<file path="src/assert_macros.svh">
// Assertion macros shared by the countdown timer RTL.
`ifndef ASSERT_MACROS_SVH
`define ASSERT_MACROS_SVH
`ifndef SYNTHESIS
// Check that a property holds at every clock edge outside reset.
`define KCT_ASSERT(lbl, prop, msg) \
   lbl: assert property (@(posedge clock) disable iff (reset) prop) \
      else $error(msg);
// Check that a condition never occurs outside reset.
`define KCT_NEVER(lbl, expr, msg) \
   lbl: assert property (@(posedge clock) disable iff (reset) !(expr)) \
      else $error(msg);
`else
`define KCT_ASSERT(lbl, prop, msg)
`define KCT_NEVER(lbl, expr, msg)
`endif
`endif

</file>
<file path="src/kct_pkg.sv">
// Types, constants and key decoding for the keypad countdown timer.
package kct_pkg;

   localparam int TIME_W = 10;
   localparam int MIN_W = 4;
   localparam int SEC_W = 6;
   localparam int CURSOR_W = 2;
   localparam int KEY_W = 4;

   // Division by sixty as a multiply by a scaled reciprocal, exact below 1024
   localparam int SECS_PER_MIN = 60;
   localparam int SECS_PER_TEN = 10;
   localparam int RECIP_60 = 1093;
   localparam int RECIP_W = 11;
   localparam int RECIP_SHIFT = 16;
   localparam int QUOT_W = 5;

   typedef enum logic [1:0] {
      MODE_OFF   = 2'd0,
      MODE_ENTER = 2'd1,
      MODE_RUN   = 2'd2
   } mode_type;

   typedef enum logic {
      OP_KEY  = 1'b0,
      OP_TICK = 1'b1
   } opcode_type;

   typedef enum logic [CURSOR_W-1:0] {
      CUR_MINUTES = 2'd0,
      CUR_TENS    = 2'd1,
      CUR_UNITS   = 2'd2,
      CUR_FULL    = 2'd3
   } cursor_type;

   localparam logic [KEY_W-1:0] KEY_A = 4'd10;
   localparam logic [KEY_W-1:0] KEY_B = 4'd11;
   localparam logic [KEY_W-1:0] KEY_C = 4'd12;
   localparam logic [KEY_W-1:0] KEY_D = 4'd13;
   localparam logic [KEY_W-1:0] KEY_STAR = 4'd14;
   localparam logic [KEY_W-1:0] KEY_HASH = 4'd15;
   localparam logic [KEY_W-1:0] MAX_DIGIT = 4'd9;
   localparam logic [KEY_W-1:0] MAX_TENS = 4'd5;

   typedef struct packed {
      opcode_type  opcode;
      logic [1:0]  key_row;
      logic [1:0]  key_column;
   } req_item_type;

   typedef struct packed {
      mode_type           mode;
      logic [TIME_W-1:0]  shown;
      logic               count_up;
      logic               blink;
      logic               times_up;
   } status_type;

   // Map a keypad position to a digit value or a letter/symbol code
   function automatic logic [KEY_W-1:0] key_decode(input logic [1:0] row,
                                                   input logic [1:0] col);
      logic [KEY_W-1:0] code;
      unique case ({row, col})
         4'b00_00: code = 4'd1;
         4'b00_01: code = 4'd2;
         4'b00_10: code = 4'd3;
         4'b00_11: code = KEY_A;
         4'b01_00: code = 4'd4;
         4'b01_01: code = 4'd5;
         4'b01_10: code = 4'd6;
         4'b01_11: code = KEY_B;
         4'b10_00: code = 4'd7;
         4'b10_01: code = 4'd8;
         4'b10_10: code = 4'd9;
         4'b10_11: code = KEY_C;
         4'b11_00: code = KEY_STAR;
         4'b11_01: code = 4'd0;
         4'b11_10: code = KEY_HASH;
         4'b11_11: code = KEY_D;
         default:  code = KEY_STAR;
      endcase
      return code;
   endfunction

endpackage

</file>
<file path="src/kct_if.sv">
// Valid/ready channel interfaces for keypad events and timer results.
interface kct_req_if;
   logic       valid;
   logic       ready;
   logic       opcode;
   logic [1:0] key_row;
   logic [1:0] key_column;

   modport source (output valid, output opcode, output key_row, output key_column,
                   input ready);
   modport sink   (input valid, input opcode, input key_row, input key_column,
                   output ready);
endinterface

interface kct_rsp_if;
   logic       valid;
   logic       ready;
   logic [1:0] mode_now;
   logic [3:0] shown_minutes;
   logic [5:0] shown_seconds;
   logic       shows_elapsed;
   logic       blink_pulse;
   logic       times_up;

   modport source (output valid, output mode_now, output shown_minutes,
                   output shown_seconds, output shows_elapsed, output blink_pulse,
                   output times_up, input ready);
   modport sink   (input valid, input mode_now, input shown_minutes,
                   input shown_seconds, input shows_elapsed, input blink_pulse,
                   input times_up, output ready);
endinterface

</file>
<file path="src/kct_req_stage.sv">
// Input register stage: captures one keypad or tick beat.
`include "assert_macros.svh"
module kct_req_stage
   import kct_pkg::*;
(
   input  logic          clock,
   input  logic          reset,
   kct_req_if.sink       req_bus,
   input  logic          advance,
   output logic          item_valid,
   output req_item_type  item
);

   logic          valid_ff;
   logic          valid_in;
   req_item_type  item_ff;
   req_item_type  item_in;
   logic          take;

   // Accept when empty or when the held beat moves on this cycle
   assign req_bus.ready = !valid_ff || advance;
   assign take = req_bus.valid && req_bus.ready;

   // Pick the next occupancy and payload
   always_comb begin
      item_in = item_ff;
      valid_in = valid_ff;
      if (take) begin
         item_in.opcode = opcode_type'(req_bus.opcode);
         item_in.key_row = req_bus.key_row;
         item_in.key_column = req_bus.key_column;
         valid_in = 1'b1;
      end else if (advance) begin
         valid_in = 1'b0;
      end
   end

   // Hold occupancy, reset clears it
   always_ff @(posedge clock) begin
      if (reset) begin
         valid_ff <= 1'b0;
      end else begin
         valid_ff <= valid_in;
      end
   end

   // Hold payload
   always_ff @(posedge clock) begin
      item_ff <= item_in;
   end

   assign item_valid = valid_ff;
   assign item = item_ff;

   `KCT_NEVER(a_adv_needs_item, advance && !valid_ff, "advance without a held beat")

endmodule

</file>
<file path="src/kct_ctrl.sv">
// Timer state: mode, digit cursor, remaining/elapsed seconds, direction.
`include "assert_macros.svh"
module kct_ctrl
   import kct_pkg::*;
(
   input  logic          clock,
   input  logic          reset,
   input  logic          advance,
   input  req_item_type  item,
   output status_type    status
);

   mode_type            mode_ff, mode_in;
   cursor_type          cursor_ff, cursor_in;
   logic [TIME_W-1:0]   left_ff, left_in;
   logic [TIME_W-1:0]   elapsed_ff, elapsed_in;
   logic                up_ff, up_in;

   logic [KEY_W-1:0]    code;
   logic [TIME_W-1:0]   left_dec;
   logic [TIME_W-1:0]   digit_add;
   logic                digit_ok;
   logic                blink;
   logic                times_up;

   assign code = key_decode(item.key_row, item.key_column);
   assign left_dec = left_ff - TIME_W'(1);

   // Weight the digit by the cursor position
   always_comb begin
      unique case (cursor_ff)
         CUR_MINUTES: begin
            digit_add = TIME_W'(code) * TIME_W'(SECS_PER_MIN);
            digit_ok = 1'b1;
         end
         CUR_TENS: begin
            digit_add = TIME_W'(code) * TIME_W'(SECS_PER_TEN);
            digit_ok = (code <= MAX_TENS);
         end
         CUR_UNITS: begin
            digit_add = TIME_W'(code);
            digit_ok = 1'b1;
         end
         default: begin
            digit_add = '0;
            digit_ok = 1'b0;
         end
      endcase
   end

   // Work out the next state and the flags for this beat
   always_comb begin
      mode_in = mode_ff;
      cursor_in = cursor_ff;
      left_in = left_ff;
      elapsed_in = elapsed_ff;
      up_in = up_ff;
      blink = 1'b0;
      times_up = 1'b0;
      if (item.opcode == OP_TICK) begin
         if (mode_ff == MODE_RUN) begin
            left_in = left_dec;
            elapsed_in = elapsed_ff + TIME_W'(1);
            if (left_dec == '0) begin
               mode_in = MODE_OFF;
               times_up = 1'b1;
            end
         end
      end else begin
         unique case (mode_ff)
            MODE_OFF: begin
               // only D powers on; the cursor is kept
               if (code == KEY_D) begin
                  mode_in = MODE_ENTER;
                  left_in = '0;
                  elapsed_in = '0;
                  blink = 1'b1;
               end
            end
            MODE_ENTER: begin
               if (code == KEY_A) begin
                  if (left_ff != '0) begin
                     mode_in = MODE_RUN;
                     cursor_in = CUR_MINUTES;
                     blink = 1'b1;
                  end
               end else if (code == KEY_B) begin
                  mode_in = MODE_OFF;
                  cursor_in = CUR_MINUTES;
                  left_in = '0;
                  elapsed_in = '0;
               end else if (code <= MAX_DIGIT && digit_ok) begin
                  left_in = left_ff + digit_add;
                  cursor_in = cursor_type'(cursor_ff + CURSOR_W'(1));
                  blink = 1'b1;
               end
            end
            MODE_RUN: begin
               if (code == KEY_B) begin
                  mode_in = MODE_OFF;
                  cursor_in = CUR_MINUTES;
                  left_in = '0;
                  elapsed_in = '0;
               end else if (code == KEY_C) begin
                  up_in = !up_ff;
                  blink = 1'b1;
               end else if (code == KEY_D) begin
                  mode_in = MODE_ENTER;
                  left_in = '0;
                  elapsed_in = '0;
                  blink = 1'b1;
               end
            end
            default: begin
            end
         endcase
      end
   end

   // Report the state as it stands after this beat
   always_comb begin
      status.mode = mode_in;
      status.shown = up_in ? elapsed_in : left_in;
      status.count_up = up_in;
      status.blink = blink;
      status.times_up = times_up;
   end

   // Advance state only when the beat moves to the result register
   always_ff @(posedge clock) begin
      if (reset) begin
         mode_ff <= MODE_OFF;
         cursor_ff <= CUR_MINUTES;
         left_ff <= '0;
         elapsed_ff <= '0;
         up_ff <= 1'b0;
      end else if (advance) begin
         mode_ff <= mode_in;
         cursor_ff <= cursor_in;
         left_ff <= left_in;
         elapsed_ff <= elapsed_in;
         up_ff <= up_in;
      end
   end

   `KCT_ASSERT(a_run_nonzero, mode_ff == MODE_RUN |-> left_ff != '0, "running with zero time")
   `KCT_ASSERT(a_timesup_off, advance && times_up |=> mode_ff == MODE_OFF, "times up not off")
   `KCT_ASSERT(a_hold_idle, !advance |=> $stable(left_ff) && $stable(mode_ff), "state moved idle")

endmodule

</file>
<file path="src/kct_rsp_stage.sv">
// Result register: splits the shown time into minutes and seconds.
`include "assert_macros.svh"
module kct_rsp_stage
   import kct_pkg::*;
(
   input  logic        clock,
   input  logic        reset,
   input  logic        item_valid,
   input  status_type  status,
   output logic        advance,
   kct_rsp_if.source   rsp_bus
);

   localparam int PROD_W = TIME_W + RECIP_W;
   localparam int QM_W = QUOT_W + SEC_W;

   logic               valid_ff;
   logic               valid_in;
   mode_type           mode_ff;
   logic [MIN_W-1:0]   minutes_ff, minutes_in;
   logic [SEC_W-1:0]   seconds_ff, seconds_in;
   logic               up_ff;
   logic               blink_ff;
   logic               times_up_ff;

   logic [PROD_W-1:0]  prod;
   logic [QUOT_W-1:0]  quot;
   logic [QM_W-1:0]    quot_x60;
   logic [TIME_W-1:0]  rem;

   // Load the result register when it is empty or being drained
   assign advance = item_valid && (!valid_ff || rsp_bus.ready);

   // Divide by sixty: reciprocal multiply, then subtract quotient times sixty
   assign prod = PROD_W'(status.shown) * PROD_W'(RECIP_60);
   assign quot = prod[RECIP_SHIFT +: QUOT_W];
   assign quot_x60 = {quot, 6'b0} - QM_W'({quot, 2'b0});
   assign rem = status.shown - quot_x60[TIME_W-1:0];
   assign minutes_in = quot[MIN_W-1:0];
   assign seconds_in = rem[SEC_W-1:0];

   // Drop the beat once taken unless a new one replaces it
   always_comb begin
      valid_in = valid_ff;
      if (advance) begin
         valid_in = 1'b1;
      end else if (rsp_bus.ready) begin
         valid_in = 1'b0;
      end
   end

   always_ff @(posedge clock) begin
      if (reset) begin
         valid_ff <= 1'b0;
      end else begin
         valid_ff <= valid_in;
      end
   end

   // Hold the result payload
   always_ff @(posedge clock) begin
      if (advance) begin
         mode_ff <= status.mode;
         minutes_ff <= minutes_in;
         seconds_ff <= seconds_in;
         up_ff <= status.count_up;
         blink_ff <= status.blink;
         times_up_ff <= status.times_up;
      end
   end

   assign rsp_bus.valid = valid_ff;
   assign rsp_bus.mode_now = mode_ff;
   assign rsp_bus.shown_minutes = minutes_ff;
   assign rsp_bus.shown_seconds = seconds_ff;
   assign rsp_bus.shows_elapsed = up_ff;
   assign rsp_bus.blink_pulse = blink_ff;
   assign rsp_bus.times_up = times_up_ff;

   `KCT_ASSERT(a_sec_range, valid_ff |-> seconds_ff < SEC_W'(SECS_PER_MIN), "seconds not below 60")

endmodule

</file>
<file path="src/keypad_countdown_timer_unit.sv">
// Top level of the keypad countdown timer.
//
// Input channel req_bus carries one beat per keypad press (opcode 0, with
// key_row and key_column) or per one-second tick (opcode 1). Result channel
// rsp_bus returns exactly one beat for every input beat, in order: the mode
// after the beat, the shown time split into minutes and seconds, the count
// direction, and single-beat blink and times-up flags.
//
// A beat accepted on req_bus is held in the input register and then moves into
// the result register, which drives rsp_bus; a stall on rsp_bus can hold it in
// the input register between the two. The timer next-state logic and the
// divide-by-sixty logic are combinational between those two registers, so
// while the receiver keeps rsp ready high a new beat is accepted every cycle,
// sustained rate one beat per cycle.
//
// Reset (synchronous, active high) turns the timer off, counting down, with
// both times and the digit cursor cleared, and empties both registers.
// When the receiver holds rsp ready low, the result register holds its beat,
// the input register still takes one more beat, and req ready then drops
// until the result is taken.
module keypad_countdown_timer_unit
   import kct_pkg::*;
(
   input  logic        clock,
   input  logic        reset,
   kct_req_if.sink     req_bus,
   kct_rsp_if.source   rsp_bus
);

   logic          item_valid;
   logic          advance;
   req_item_type  item;
   status_type    status;

   kct_req_stage u_req_stage (
      .clock      (clock),
      .reset      (reset),
      .req_bus    (req_bus),
      .advance    (advance),
      .item_valid (item_valid),
      .item       (item)
   );

   kct_ctrl u_ctrl (
      .clock   (clock),
      .reset   (reset),
      .advance (advance),
      .item    (item),
      .status  (status)
   );

   kct_rsp_stage u_rsp_stage (
      .clock      (clock),
      .reset      (reset),
      .item_valid (item_valid),
      .status     (status),
      .advance    (advance),
      .rsp_bus    (rsp_bus)
   );

endmodule
</file>
<file path="src/flat_wrapper.sv">
// flat-port wrapper written by rule: the top's interface ports become plain ports
module keypad_countdown_timer_unit_flat import kct_pkg::*;
  (clock, reset, req_bus_valid, req_bus_opcode, req_bus_key_row, req_bus_key_column, req_bus_ready, rsp_bus_valid, rsp_bus_mode_now, rsp_bus_shown_minutes, rsp_bus_shown_seconds, rsp_bus_shows_elapsed, rsp_bus_blink_pulse, rsp_bus_times_up, rsp_bus_ready);
  kct_req_if req_bus_i ();
  kct_rsp_if rsp_bus_i ();
  input  logic clock;
  input  logic reset;
  input wire logic [$bits(req_bus_i.valid)-1:0] req_bus_valid;
  input wire logic [$bits(req_bus_i.opcode)-1:0] req_bus_opcode;
  input wire logic [$bits(req_bus_i.key_row)-1:0] req_bus_key_row;
  input wire logic [$bits(req_bus_i.key_column)-1:0] req_bus_key_column;
  output wire logic [$bits(req_bus_i.ready)-1:0] req_bus_ready;
  output wire logic [$bits(rsp_bus_i.valid)-1:0] rsp_bus_valid;
  output wire logic [$bits(rsp_bus_i.mode_now)-1:0] rsp_bus_mode_now;
  output wire logic [$bits(rsp_bus_i.shown_minutes)-1:0] rsp_bus_shown_minutes;
  output wire logic [$bits(rsp_bus_i.shown_seconds)-1:0] rsp_bus_shown_seconds;
  output wire logic [$bits(rsp_bus_i.shows_elapsed)-1:0] rsp_bus_shows_elapsed;
  output wire logic [$bits(rsp_bus_i.blink_pulse)-1:0] rsp_bus_blink_pulse;
  output wire logic [$bits(rsp_bus_i.times_up)-1:0] rsp_bus_times_up;
  input wire logic [$bits(rsp_bus_i.ready)-1:0] rsp_bus_ready;
  assign req_bus_i.valid = req_bus_valid;
  assign req_bus_i.opcode = req_bus_opcode;
  assign req_bus_i.key_row = req_bus_key_row;
  assign req_bus_i.key_column = req_bus_key_column;
  assign req_bus_ready = req_bus_i.ready;
  assign rsp_bus_valid = rsp_bus_i.valid;
  assign rsp_bus_mode_now = rsp_bus_i.mode_now;
  assign rsp_bus_shown_minutes = rsp_bus_i.shown_minutes;
  assign rsp_bus_shown_seconds = rsp_bus_i.shown_seconds;
  assign rsp_bus_shows_elapsed = rsp_bus_i.shows_elapsed;
  assign rsp_bus_blink_pulse = rsp_bus_i.blink_pulse;
  assign rsp_bus_times_up = rsp_bus_i.times_up;
  assign rsp_bus_i.ready = rsp_bus_ready;
  keypad_countdown_timer_unit u_core (.clock(clock), .reset(reset), .req_bus(req_bus_i), .rsp_bus(rsp_bus_i));
endmodule
</file>
<file path="config.mk">
export PLATFORM = sky130hd
export DESIGN_NAME = keypad_countdown_timer_unit_flat
export DESIGN_NICKNAME = d
export VERILOG_FILES = /design/src/kct_pkg.sv /design/src/kct_if.sv /design/src/kct_req_stage.sv /design/src/kct_ctrl.sv /design/src/kct_rsp_stage.sv /design/src/keypad_countdown_timer_unit.sv /design/src/flat_wrapper.sv
export VERILOG_INCLUDE_DIRS = /design/src /design/src/src
export SDC_FILE = /design/constraint.sdc
export NUM_CORES = 1
export LEC_CHECK = 0
export BUFFER_PORTS_ARGS = -buffer_cell sky130_fd_sc_hd__buf_2
export CAP_MARGIN = 20
export CORE_MARGIN = 4
export CORE_UTILIZATION = 60
export CTS_BUF_LIST = sky130_fd_sc_hd__clkbuf_8
export CTS_CLUSTER_DIAMETER = 120
export DETAILED_ROUTE_END_ITERATION = 10
export GPL_TIMING_DRIVEN = 0
export PLACE_DENSITY = 0.78
export SLEW_MARGIN = 10
export SYNTH_ARGS = -nofsm -noshare
export SYNTH_HDL_FRONTEND = slang
export SYNTH_HIERARCHICAL = 1
export SYNTH_SLANG_ARGS = --single-unit
</file>
<file path="constraint.sdc">
create_clock -name clock -period 10.8 [get_ports clock]
set_input_delay 2.16 -clock clock [delete_from_list [all_inputs] [get_ports clock]]
set_output_delay 2.16 -clock clock [all_outputs]
set_load 0.1 [all_outputs]
</file>
==> key figures <==
Clock network
  • Clock slew seen by the registers of the worst setup and hold paths: 0.10 ns
  • Worst-skew pair later-pin latency: 0.30 ns
  • PostCTS Resize Cnt: 0
  • H-tree levels: 2
  • Clk buf depth: 2
  • Setup repair bufs after CTS: 0
  • CTS Sinks: 47
  • TritonCTS clock tree: yes
  • Post-CTS Hold Buffers: 0
  • CTS Buf Count: 5
  • CTS root buf: clkbuf_8

Routing
  • DR top layer: met4
  • DRC violations left: 0
  • DR WL met3: 856 um
  • Initial drt markers: 408
  • Post-Route WL: 12.4 mm
  • Vias after detailed routing: 4573
  • Post-DR vias/cell: 6.19
  • Final antenna-violating net count: 0
  • Met2 WL: 5.74 mm
  • M1 WL: 5.53 mm
  • Wire length per cell: 16.8 um
  • DRT Pass-1 Iters: 6

Synthesis
  • Flop and latch count out of synthesis: 47
  • Area leader, netlist: ha_1
  • Avg Cell Area, Syn: 8.60 um^2
  • Synthesized area: 5150 um^2
  • Synth cell count leaders: ha_1, inv_1, nor2_1
  • Syn. warnings: 6
  • Largest cells by area after synthesis: ha_1, edfxtp_1, dfxtp_1, fa_1, inv_1
  • Post-synth top area share: 21.6%
  • Asr flop ratio synth: 0%
  • Post-synth EDFFs: 20
  • Predominant post-synthesis flop cell: dfxtp_1
  • Synth unique cells: 67
  • Syn_nets: 714
  • Post-synthesis sequential area ratio: 22.1%
  • Most frequent cell after synthesis: ha_1
  • Syn Inst Count: 599

STA
  • Final worst clock skew: 0.00543 ns
  • Post-route clock period utilization: 89.5%
  • Worst slew pin tran: 1.02 ns
  • TNS Setup: 0 ns
  • Fin crit period: 9.67 ns
  • Fmax: 103 MHz
  • Fin. max-slew vios: 0
  • Hold slack: 0.508 ns
  • Worst Slack Setup Final: 1.13 ns
  • Final hold violations: 0
  • Slew headroom: 31.0%
  • Final setup viols: 0
  • RSZ-0062 raised after global routing: false

Worst hold path
  • Hold path cells: 2
  • Hold Path End: u_core/u_ctrl/up_ff
  • Hold Crit Start: u_core/u_ctrl/up_ff
  • Hold WC Path Type: flop to flop

Setup path
  • CP Max Fanout: 7
  • CP max stage delay: 0.58 ns
  • Crit-path slowest cell: fa_1
  • Startpoint type of the worst setup path: flop
  • FF-to-FF Start: u_core/u_req_stage/item[0]
  • CP arrival: 9.72 ns
  • FF-to-FF path depth: 37
  • Crit Path Class: flop to flop
  • Element type at the critical path end: flop
  • CP required: 10.86 ns
  • Register-to-Register Setup Slack: 1.13 ns
  • R2R Path End: u_core/u_rsp_stage/rsp_bus.shown_seconds[5]

Die
  • Die H: 101 um
  • Row Count: 33
  • Starting density of the core: 62.1%
  • Total die area: 10100 um^2
  • I/O pin count: 26
  • Die W: 101 um
  • Core area: 8300 um^2

Final layout
  • Share of layout cells above drive strength 1: 7.73%
  • N_diodes: 0
  • Area of the multi-input gates: 3660 um^2
  • Reg area: 1140 um^2
  • Synth-to-Final Area Change: 7.67%
  • # fillers: 718
  • Fin util: 66.8%
  • Layout Nets: 748

Global route
  • Remaining global-route overflow: 0
  • Largest net degree at the start of global routing: 17
  • Antenna violations before repair: 0
  • First-pass GRT wire length: 21.2 mm
  • GRT Total Usage: 25.7%
  • Vias in the first global route: 4433

Placement
  • Hpwl dp: 9.83 mm
  • Placement Setup Slack: 1.16 ns
  • Gpl congestion: 0.907
  • Number of port buffers: 25

Pwr
  • Sw Share: 45.8%
  • NetSw: 0.370 mW
  • Combinational group share of total power: 57.2%
  • P_leak: 2.58 nW
  • Overall Power: 0.810 mW
  • Clock power share: 17.0%
  • Power per cell area: 146 nW/um^2
  • IR drop worst, VDD: 0.0855 mV
  • Power Internal: 0.439 mW
  • Reg power frac: 25.8%

Status
  • Status: finished, final reports clean

Run
  • Max cap viols: 0
## through the flow
| step | cell area [um^2] | cells |
|---|---|---|
| global route | 5550 | 739 |
| finish | 5550 | 739 |
| detailed placement | 5430 | 731 |
| global placement | 5410 | 729 |
| CTS | 5550 | 739 |
| floorplan | 5150 | 599 |
## state kept, by name (all words and copies together), names as in the netlist, 2 cells and up
| signal | flops |
|---|---|
| u_core/u_req_stage/item | 5 |
| u_core/u_ctrl/elapsed_ff | 10 |
| u_core/u_rsp_stage/rsp_bus.mode_now | 2 |
| u_core/u_rsp_stage/rsp_bus.shown_seconds | 6 |
| u_core/u_rsp_stage/rsp_bus.shown_minutes | 4 |
| u_core/u_ctrl/left_ff | 10 |
| u_core/u_ctrl/mode_ff | 2 |
| u_core/u_ctrl/cursor_ff | 2 |
## layer usage
layer	global-route usage [%]	vias up
li1	-	2222
met1	35.9	2165
met2	41.8	158
met5	0	-
met4	7.56	0
met3	3.25	28
## cell families (layout without fill, tap and decap cells)
family | Yosys count | after routing | synth area share (%)
and+or+nand+nor | 170 | 170 | 16.6
AOI/OAI and AO/OA | 158 | 158 | 21.1
adders and majority gates | 106 | 106 | 28.2
buffers and inverters | 89 | 124 | 6.95
DFF | 47 | 47 | 22.1
xor gates and xnor gates | 24 | 24 | 4.08
muxes | 5 | 5 | 0.971
## cell usage in the layout, fill, tap and decap left out, types with 3 or more instances in the layout
cell | Yosys | final
nand2_1 | 36 | 36
a211oi_1 | 22 | 22
buf_4 | 4 | 4
edfxtp_1 | 20 | 20
or4_1 | 3 | 3
a22oi_1 | 11 | 11
xnor2_1 | 14 | 14
a21oi_1 | 37 | 37
nor4b_1 | 5 | 5
ha_1 | 89 | 89
nor3_1 | 11 | 11
a31oi_1 | 5 | 5
fa_1 | 17 | 17
dfxtp_1 | 27 | 27
nand4_1 | 6 | 6
buf_2 | 1 | 27
a21o_1 | 8 | 8
inv_1 | 63 | 63
nand3_1 | 5 | 5
a221oi_1 | 3 | 3
a222oi_1 | 3 | 3
nor2b_1 | 10 | 10
o21a_1 | 4 | 4
o22ai_1 | 3 | 3
and3_1 | 7 | 7
nand4b_1 | 4 | 4
nor3b_1 | 5 | 5
clkbuf_1 | 19 | 19
o21ai_0 | 31 | 31
nor2_1 | 61 | 61
clkbuf_8 | 0 | 5
and2_1 | 4 | 4
nand2b_1 | 4 | 4
mux2i_1 | 5 | 5
xor2_1 | 10 | 10
## critical path: cells and delay by family, from the launching register on
kind,cells,cell delay (ns)
xor+xnor,5,0.96
compound gates,10,2.05
simple gates,5,1.08
flops,1,0.47
buf+inv,6,0.57
fa+ha+maj,11,4.29
## final cells by class
| class | count | share of cell area [%] |
|---|---|---|
| plain buffers | 26 | 2.19 |
| clock inverters | 3 | 0.834 |
| inverters | 63 | 4.26 |
| repair buffers | 27 | 2.62 |
| flip-flops and latches | 47 | 20.6 |
| multi-input cells | 463 | 65.9 |
| well taps | 105 | 2.37 |
| clock buffers | 5 | 1.24 |
## power groups by stage
| stage | Clock, mW | Sequential [mW] | Combinational [mW] |
|---|---|---|---|
| after floorplan | 0 | 0.258 | 0.311 |
| after global placement | 0 | 0.212 | 0.437 |
| after detailed placement | 0 | 0.213 | 0.455 |
| after CTS | 0.141 | 0.209 | 0.460 |
| after global routing | 0.148 | 0.210 | 0.520 |
| final | 0.138 | 0.208 | 0.463 |
## how the worst max path moves through the flow
stage | start | to | slack (ns) | cells past startpoint
3_3_place_gp | u_core/u_req_stage/item[0] | u_core/u_rsp_stage/rsp_bus.shown_seconds[5] | 0.78 | 37
3_5_place_dp | u_core/u_req_stage/item[0] | u_core/u_rsp_stage/rsp_bus.shown_seconds[5] | 1.16 | 37
6_report | u_core/u_req_stage/item[0] | u_core/u_rsp_stage/rsp_bus.shown_seconds[5] | 1.13 | 37
2_1_floorplan | u_core/u_req_stage/item[0] | u_core/u_rsp_stage/rsp_bus.shown_seconds[5] | 1.91 | 37
5_1_grt | u_core/u_req_stage/item[0] | u_core/u_rsp_stage/rsp_bus.shown_seconds[5] | 0.31 | 37
4_1_cts | u_core/u_req_stage/item[0] | u_core/u_rsp_stage/rsp_bus.shown_seconds[5] | 1.11 | 37
(Power assumes the default switching activity.)
